<file path="config.mk">
export PLATFORM = sky130hd
export DESIGN_NAME = sync_length_checksum_frame_parser
export DESIGN_NICKNAME = d
export VERILOG_FILES = /design/src/sv/slcfp_pkg.sv /design/src/sv/sync_length_checksum_frame_parser.sv /design/src/sv/slcfp_store.sv
export SDC_FILE = /design/constraint.sdc
export NUM_CORES = 1
export LEC_CHECK = 0
export BUFFER_PORTS_ARGS = -buffer_cell sky130_fd_sc_hd__buf_2
export CAP_MARGIN = 20
export CORE_MARGIN = 2
export CORE_UTILIZATION = 40
export DETAILED_ROUTE_END_ITERATION = 12
export PLACE_DENSITY = 0.53
export SETUP_SLACK_MARGIN = 0.05
export SYNTH_ARGS = -nofsm -noshare
export SYNTH_HDL_FRONTEND = slang
export SYNTH_HIERARCHICAL = 1
export SYNTH_SLANG_ARGS = --single-unit
</file>
<file path="constraint.sdc">
create_clock -name i_clk -period 2.4 [get_ports i_clk]
set_clock_uncertainty 0.15 [all_clocks]
set_input_delay 0.36 -clock i_clk [delete_from_list [all_inputs] [get_ports i_clk]]
set_output_delay 0.36 -clock i_clk [all_outputs]
set_load 0.02 [all_outputs]
</file>
<file path="src/sv/slcfp_pkg.sv">
// Shared types and constants for the sync/length/checksum frame parser.
// Used by slcfp_store and sync_length_checksum_frame_parser; no dependencies.
`default_nettype none

package slcfp_pkg;

    localparam logic [7:0] SYNC_A      = 8'hAA;
    localparam logic [7:0] SYNC_B      = 8'h55;
    localparam int         STORE_DEPTH = 64;
    localparam int         ADDR_W      = $clog2(STORE_DEPTH);
    localparam int         LEN_W       = ADDR_W + 1;
    localparam int         MAX_LEN     = 64;
    // Longest length field that is taken; anything above drops the frame.
    localparam int         LEN_LIMIT   = (MAX_LEN < STORE_DEPTH) ? MAX_LEN : STORE_DEPTH;

    typedef enum logic [2:0] {
        PH_HDR1,
        PH_HDR2,
        PH_LEN,
        PH_DATA,
        PH_SUM,
        PH_READ
    } t_phase;

    typedef enum logic [1:0] {
        ST_DATA    = 2'd0,
        ST_EMPTY   = 2'd1,
        ST_CRC_ERR = 2'd2
    } t_status;

endpackage

`default_nettype wire

</file>
<file path="src/sv/sync_length_checksum_frame_parser.sv">
// Top level of the frame parser: header/length/checksum state machine,
// payload readout sequencer and output register. Depends on slcfp_pkg, slcfp_store.
//
// Usage:
//   Input channel (i_in_valid / o_in_ready / i_in_byte) takes one received byte
//   per beat. Frames are 0xAA, 0x55, length, payload, checksum. Header, length
//   and payload bytes are taken one per cycle; payload bytes go into a 64-entry
//   RAM while the additive checksum runs.
//   Output channel (o_out_valid / i_out_ready) carries result beats from a
//   register. A good frame of length N gives N beats, read back from the RAM
//   at one per cycle while the receiver is ready; the first beat passes the
//   phase register, the RAM read and the output register after the checksum
//   byte, and last marks the final beat. An empty frame or a checksum error
//   gives one beat, in the cycle after the checksum byte. The input is held
//   off during the readout, and the checksum byte waits until earlier results
//   have left the output register. A frame of N bytes thus takes N + 4 input
//   beats, then the readout. A stalled receiver stops the readout; nothing is dropped.
//   Reset returns the parser to the header search and empties the output;
//   the RAM is not cleared, as only entries of the current frame are read.
`default_nettype none

module sync_length_checksum_frame_parser
    import slcfp_pkg::*;
(
    input  wire logic        i_clk,
    input  wire logic        i_rst_n,
    input  wire logic        i_in_valid,
    output logic             o_in_ready,
    input  wire logic [7:0]  i_in_byte,
    output logic             o_out_valid,
    input  wire logic        i_out_ready,
    output logic [1:0]       o_status,
    output logic [7:0]       o_payload_byte,
    output logic [5:0]       o_byte_index,
    output logic [6:0]       o_packet_length,
    output logic             o_last
);

    t_phase             r_phase, n_phase;
    logic [LEN_W-1:0]   r_len, n_len;
    logic [LEN_W-1:0]   r_fill, n_fill;
    logic [7:0]         r_sum, n_sum;
    logic [ADDR_W-1:0]  r_rd_idx, n_rd_idx;
    logic               r_pend, n_pend;
    logic [ADDR_W-1:0]  r_pend_idx;
    logic               r_pend_last;
    logic [LEN_W-1:0]   r_pend_len;
    logic               r_out_valid;
    t_status            r_status;
    logic [7:0]         r_payload;
    logic [ADDR_W-1:0]  r_index;
    logic [LEN_W-1:0]   r_plen;
    logic               r_last;

    logic               in_acc;
    logic               wr_en;
    logic               rd_issue;
    logic               rd_last;
    logic               move;
    logic               load_sum;
    logic               sum_bad;
    logic [LEN_W-1:0]   fill_inc;
    logic [7:0]         rd_data;

    slcfp_store u_store (
        .i_clk     (i_clk),
        .i_wr_en   (wr_en),
        .i_wr_addr (r_fill[ADDR_W-1:0]),
        .i_wr_data (i_in_byte),
        .i_rd_en   (rd_issue),
        .i_rd_addr (r_rd_idx),
        .o_rd_data (rd_data)
    );

    assign in_acc   = i_in_valid && o_in_ready;
    assign fill_inc = r_fill + LEN_W'(1);
    assign sum_bad  = (r_sum != i_in_byte);
    assign rd_last  = ({1'b0, r_rd_idx} == (r_len - LEN_W'(1)));
    assign move     = r_pend && (!r_out_valid || i_out_ready);

    // Next phase.
    always_comb begin
        n_phase = r_phase;
        unique case (r_phase)
            PH_HDR1: begin
                if (in_acc) begin
                    n_phase = (i_in_byte == SYNC_A) ? PH_HDR2 : PH_HDR1;
                end
            end
            PH_HDR2: begin
                if (in_acc) begin
                    n_phase = (i_in_byte == SYNC_B) ? PH_LEN : PH_HDR1;
                end
            end
            PH_LEN: begin
                if (in_acc) begin
                    if (i_in_byte > 8'(LEN_LIMIT)) begin
                        n_phase = PH_HDR1;
                    end else if (i_in_byte == 8'd0) begin
                        n_phase = PH_SUM;
                    end else begin
                        n_phase = PH_DATA;
                    end
                end
            end
            PH_DATA: begin
                if (in_acc && (fill_inc >= r_len)) begin
                    n_phase = PH_SUM;
                end
            end
            PH_SUM: begin
                if (in_acc) begin
                    n_phase = (sum_bad || (r_len == '0)) ? PH_HDR1 : PH_READ;
                end
            end
            PH_READ: begin
                if (rd_issue && rd_last) begin
                    n_phase = PH_HDR1;
                end
            end
            default: n_phase = PH_HDR1;
        endcase
    end

    // Handshake, RAM control and datapath next values.
    always_comb begin
        o_in_ready = 1'b1;
        wr_en      = 1'b0;
        rd_issue   = 1'b0;
        load_sum   = 1'b0;
        n_len      = r_len;
        n_fill     = r_fill;
        n_sum      = r_sum;
        n_rd_idx   = r_rd_idx;
        unique case (r_phase) inside
            PH_HDR1, PH_HDR2: begin
                if (in_acc) begin
                    n_len  = '0;
                    n_fill = '0;
                    n_sum  = '0;
                end
            end
            PH_LEN: begin
                if (in_acc) begin
                    if (i_in_byte > 8'(LEN_LIMIT)) begin
                        n_len = '0;
                        n_sum = '0;
                    end else begin
                        n_len = i_in_byte[LEN_W-1:0];
                        n_sum = SYNC_A + SYNC_B + i_in_byte;
                    end
                    n_fill = '0;
                end
            end
            PH_DATA: begin
                if (in_acc) begin
                    wr_en  = 1'b1;
                    n_sum  = r_sum + i_in_byte;
                    n_fill = fill_inc;
                end
            end
            PH_SUM: begin
                // The checksum byte waits until all earlier results have left.
                o_in_ready = !r_pend && (!r_out_valid || i_out_ready);
                if (in_acc) begin
                    load_sum = sum_bad || (r_len == '0);
                    n_rd_idx = '0;
                    if (load_sum) begin
                        n_len  = '0;
                        n_fill = '0;
                        n_sum  = '0;
                    end
                end
            end
            PH_READ: begin
                o_in_ready = 1'b0;
                // A read may be issued when the RAM output is free or being moved on.
                rd_issue   = !r_pend || move;
                if (rd_issue) begin
                    n_rd_idx = r_rd_idx + ADDR_W'(1);
                    if (rd_last) begin
                        n_fill = '0;
                        n_sum  = '0;
                    end
                end
            end
            default: o_in_ready = 1'b1;
        endcase
        if (rd_issue) begin
            n_pend = 1'b1;
        end else if (move) begin
            n_pend = 1'b0;
        end else begin
            n_pend = r_pend;
        end
    end

    always_ff @(posedge i_clk) begin
        if (!i_rst_n) begin
            r_phase     <= PH_HDR1;
            r_len       <= '0;
            r_fill      <= '0;
            r_sum       <= '0;
            r_rd_idx    <= '0;
            r_pend      <= 1'b0;
            r_out_valid <= 1'b0;
        end else begin
            r_phase  <= n_phase;
            r_len    <= n_len;
            r_fill   <= n_fill;
            r_sum    <= n_sum;
            r_rd_idx <= n_rd_idx;
            r_pend   <= n_pend;
            if (move || load_sum) begin
                r_out_valid <= 1'b1;
            end else if (i_out_ready) begin
                r_out_valid <= 1'b0;
            end
        end
    end

    // Payload of the output register and of the read in flight. The length
    // travels with the read, since the next frame may already be arriving.
    always_ff @(posedge i_clk) begin
        if (rd_issue) begin
            r_pend_idx  <= r_rd_idx;
            r_pend_last <= rd_last;
            r_pend_len  <= r_len;
        end
        if (move) begin
            r_status  <= ST_DATA;
            r_payload <= rd_data;
            r_index   <= r_pend_idx;
            r_plen    <= r_pend_len;
            r_last    <= r_pend_last;
        end else if (load_sum) begin
            r_status  <= sum_bad ? ST_CRC_ERR : ST_EMPTY;
            r_payload <= '0;
            r_index   <= '0;
            r_plen    <= sum_bad ? r_len : '0;
            r_last    <= 1'b1;
        end
    end

    assign o_out_valid     = r_out_valid;
    assign o_status        = r_status;
    assign o_payload_byte  = r_payload;
    assign o_byte_index    = r_index;
    assign o_packet_length = r_plen;
    assign o_last          = r_last;

endmodule

`default_nettype wire

</file>
<file path="src/sv/slcfp_store.sv">
// Payload store: 64 x 8 synchronous RAM, one write and one read port.
// Read data is registered and holds while no read is issued.
// Depends on slcfp_pkg.
`default_nettype none

module slcfp_store
    import slcfp_pkg::*;
(
    input  wire logic              i_clk,
    input  wire logic              i_wr_en,
    input  wire logic [ADDR_W-1:0] i_wr_addr,
    input  wire logic [7:0]        i_wr_data,
    input  wire logic              i_rd_en,
    input  wire logic [ADDR_W-1:0] i_rd_addr,
    output logic      [7:0]        o_rd_data
);

    logic [7:0] r_mem [STORE_DEPTH];

    always_ff @(posedge i_clk) begin
        if (i_wr_en) begin
            r_mem[i_wr_addr] <= i_wr_data;
        end
    end

    always_ff @(posedge i_clk) begin
        if (i_rd_en) begin
            o_rd_data <= r_mem[i_rd_addr];
        end
    end

endmodule

`default_nettype wire
</file>
==> reports/qor.csv <==
metric,value,unit
cts_buffers,66,
drt_iter0_drc,1126,
cts_tree,done,
syn_to_final_growth,25.78,%
firstDrtPassIters,5,
cts_num_sinks,591,
hold_path_end,r_phase[2]$_SDFFE_PN0P_,
avgSynthCellArea,18.02,um^2
grt-ovfl-total,0,
final_cell_area,0.03051,mm^2
rsz0062_at_grt,yes,
die-area,0.06263,mm^2
grt_pass1_vias,13530,
fin_nets,1674,
postRouteAntennaNets,0,
dpl_cell_area,0.02748,mm^2
grt_use_total,20.41,%
fin_tns_setup,-867.9,ps
clk_pin_slew,60,ps
relSlewSlack,48.50,%
cp-start-kind,register,
worst-slew-pin-transition,772.5,ps
synth_cells,1346,
netlist_area,0.02426,mm^2
whs_path_depth,4,
post_drt_wl_per_cell,25.54,um
hold_start,i_in_valid,
start_util,40.34,%
yosysWarnings,6,
hpwl,41710,um
path_depth,8,
vias,13570,
drive_above_1_share,37.88,%
status,finished with violations,
die_x,250.3,um
clock_latency,610,ps
timing_worst_setup_path_type,register to register,
r2r_cells,8,
crit_chain,buf_6 > buf_12 > mux4_2 > mux2_2 > o221a_4 > nor3_4 > buf_6 > o32ai_2,
grt_pass1_wl,92540,um
antenna_found_initial,5,
ios,38,
ys_types,70,
violations,negative setup slack,
worst_path_dominant_cell_family,multiplexers,
syn_nets,1380,
reg2reg_setup_slack,-170,ps
routed_wl,63190,um
hp-class,input port to register,
arrival,2770,ps
path_common_cell,buf_6,
r2r-end,u_store/o_rd_data[6]$_DFFE_PP_,
slew_violations,0,
final_hold_viol_count,0,
async_flop_share,0,%
clockBufferDepth,3,
ys.flop_type,edfxtp_1,
fill_cells,4947,
worst_path_max_delay_cell,mux4_2,
r2r_start,r_rd_idx[0]$_SDFFE_PN0P_,
core_area,0.06013,mm^2
vias_per_cell,5.485,
period_needed,2573,ps
io_buffers,37,
synth-seq-area-share,71.72,%
setup-violations-final,13,
yosys_register_bits,591,
die_h,250.3,um
synth_edf_count,556,
n_antenna_cell,0,
pwr_density_cell,721.8,mW/mm^2
crit_fanout,8,
htreeDepth,3,
crit_path_end_kind,register,
row_count,90,
leakage,9.955,nW
grt_max_degree,65,
clock.fmax,0.3887,GHz
multi_input_area,0.007059,mm^2
seqCellArea,0.01743,mm^2
critPathMaxStageDelay,510,ps
cp.buffers_inverters,3,
timing.final.crit_share,107.2,%
max_cap_viol_count,0,
final.setup.worst_slack,-172.9,ps
cts_root_buf,clkbuf_16,
gp_congestion,0.8374,
ir_drop,0.4482,mV
required,2590,ps
drcViolationCount,0,
dp_slack,-377.8,ps
==> routing by layer <==
metal	global-route usage (%)	share of wire, %	vias to the layer above
met3	3.658	5.2	93
li1	-	-	6035
met5	0	0	-
met2	32.40	48	368
met1	29.26	45	7074
met4	5.252	2.0	0
==> sequential cells by signal (all words and copies together) (netlist names), 7 cells and up <==
name and flops:
o_payload_byte 8, r_len 7, r_sum 8, r_pend_len 7, o_packet_length 7, r_fill 7
u_store/o_rd_data 8, u_store/r_mem 512
==> cell usage after synthesis (all sizes together) (10+ instances only) <==
| master | number | share of area, % |
|---|---|---|
| edfxtp | 556 | 69 |
| mux4 | 126 | 12 |
| nor2 | 103 | 1.6 |
| nand2 | 67 | 1.0 |
| mux2i | 42 | 1.7 |
| buf | 36 | 1.1 |
| clkbuf | 35 | 0.54 |
| dfxtp | 35 | 2.9 |
| nand3 | 33 | 0.68 |
| and3 | 22 | 0.59 |
| ha | 21 | 1.1 |
| o21ai | 21 | 0.48 |
| nor2b | 20 | 0.52 |
| nor3 | 18 | 0.42 |
| xnor2 | 18 | 0.65 |
| nand2b | 14 | 0.36 |
| mux2 | 13 | 0.60 |
| inv | 12 | 0.19 |
| a21oi | 11 | 0.23 |
| o22ai | 11 | 0.28 |
| o31ai | 10 | 0.31 |
| xor2 | 10 | 0.36 |
==> tightest hold or removal path: cells and delay by family <==
kind                   cells  cell delay, ps
AND/OR/NAND/NOR            1             120
AO/OA/AOI/OAI              2             230
buffers and inverters      1             130
==> area by class of cell <==
class | count | area share [%]
timing repair buffer | 294 | 9.408
clock inverter | 41 | 1.337
inverter | 12 | 0.1476
clock buffer | 79 | 5.643
multi-input combinational | 675 | 23.14
sequential | 591 | 57.12
tap | 782 | 3.207
==> per-stage QoR <==
stage,util (%),cells,power [mW],hold slack (ps)
2_1_floorplan,-,1346,11.86,291.1
3_3_place_gp,45.70,2317,12.22,298.2
3_5_place_dp,45.70,2317,12.23,311.1
4_1_cts,50.08,2462,22.22,180.3
5_1_grt,50.73,2474,22.67,172.4
6_report,50.73,2474,22.02,125.9
==> worst max path at each step <==
stage                                         from                             end  slack, ps
after global placement    r_rd_idx[0]$_SDFFE_PN0P_  u_store/o_rd_data[7]$_DFFE_PP_       -360
after floorplan           o_out_valid$_SDFFE_PN0P_  u_store/r_mem[23][0]$_DFFE_PP_        -60
after CTS                 r_rd_idx[0]$_SDFFE_PN0P_  u_store/o_rd_data[3]$_DFFE_PP_       -140
after global routing      r_rd_idx[0]$_SDFFE_PN0P_  u_store/o_rd_data[6]$_DFFE_PP_       -210
final                     r_rd_idx[0]$_SDFFE_PN0P_  u_store/o_rd_data[6]$_DFFE_PP_       -170
after detailed placement  r_rd_idx[0]$_SDFFE_PN0P_  u_store/o_rd_data[7]$_DFFE_PP_       -380
==> layout by cell type (no fill, tap or decap), types with 22 or more instances in the layout <==
| cell | synthesis | layout |
|---|---|---|
| buf_12 | 2 | 47 |
| buf_2 | 11 | 37 |
| buf_4 | 13 | 184 |
| clkbuf_16 | 0 | 68 |
| dfxtp_1 | 35 | 22 |
| edfxtp_1 | 556 | 556 |
| mux2i_1 | 42 | 40 |
| mux4_2 | 126 | 126 |
| nand2_1 | 67 | 59 |
| nand3_1 | 33 | 30 |
| nor2_1 | 103 | 60 |
| nor2_4 | 0 | 31 |
==> timing repair <==
action                                  in CTS  in global routing
pin swaps                                   17                 24
endpoints found under the setup margin     119                120
hold endpoints to repair                     6                  0
gates cloned                                 3                  3
gates resized for setup                     54                 54
setup buffers                               20                 11
hold buffers                                 2                  0
==> logic make-up after synthesis <==
group / Yosys count / synth area share [%]
adder cells (fa/ha/maj): 23 / 1.207
buffers and inverters: 83 / 1.862
XOR/XNOR: 28 / 1.011
AND/OR/NAND/NOR: 317 / 6.417
AO/OA/AOI/OAI: 123 / 3.745
flip-flops: 591 / 71.72
multiplexers: 181 / 14.04
==> power by group <==
part	switching (mW)	internal, mW	total [mW]	leakage (nW)
sequential	0.0126	11.3	11.3	5.27
combinational	0.454	0.333	0.787	3.64
clock	4.05	5.90	9.95	1.04
No activity file was read; power rests on OpenSTA's default activity.
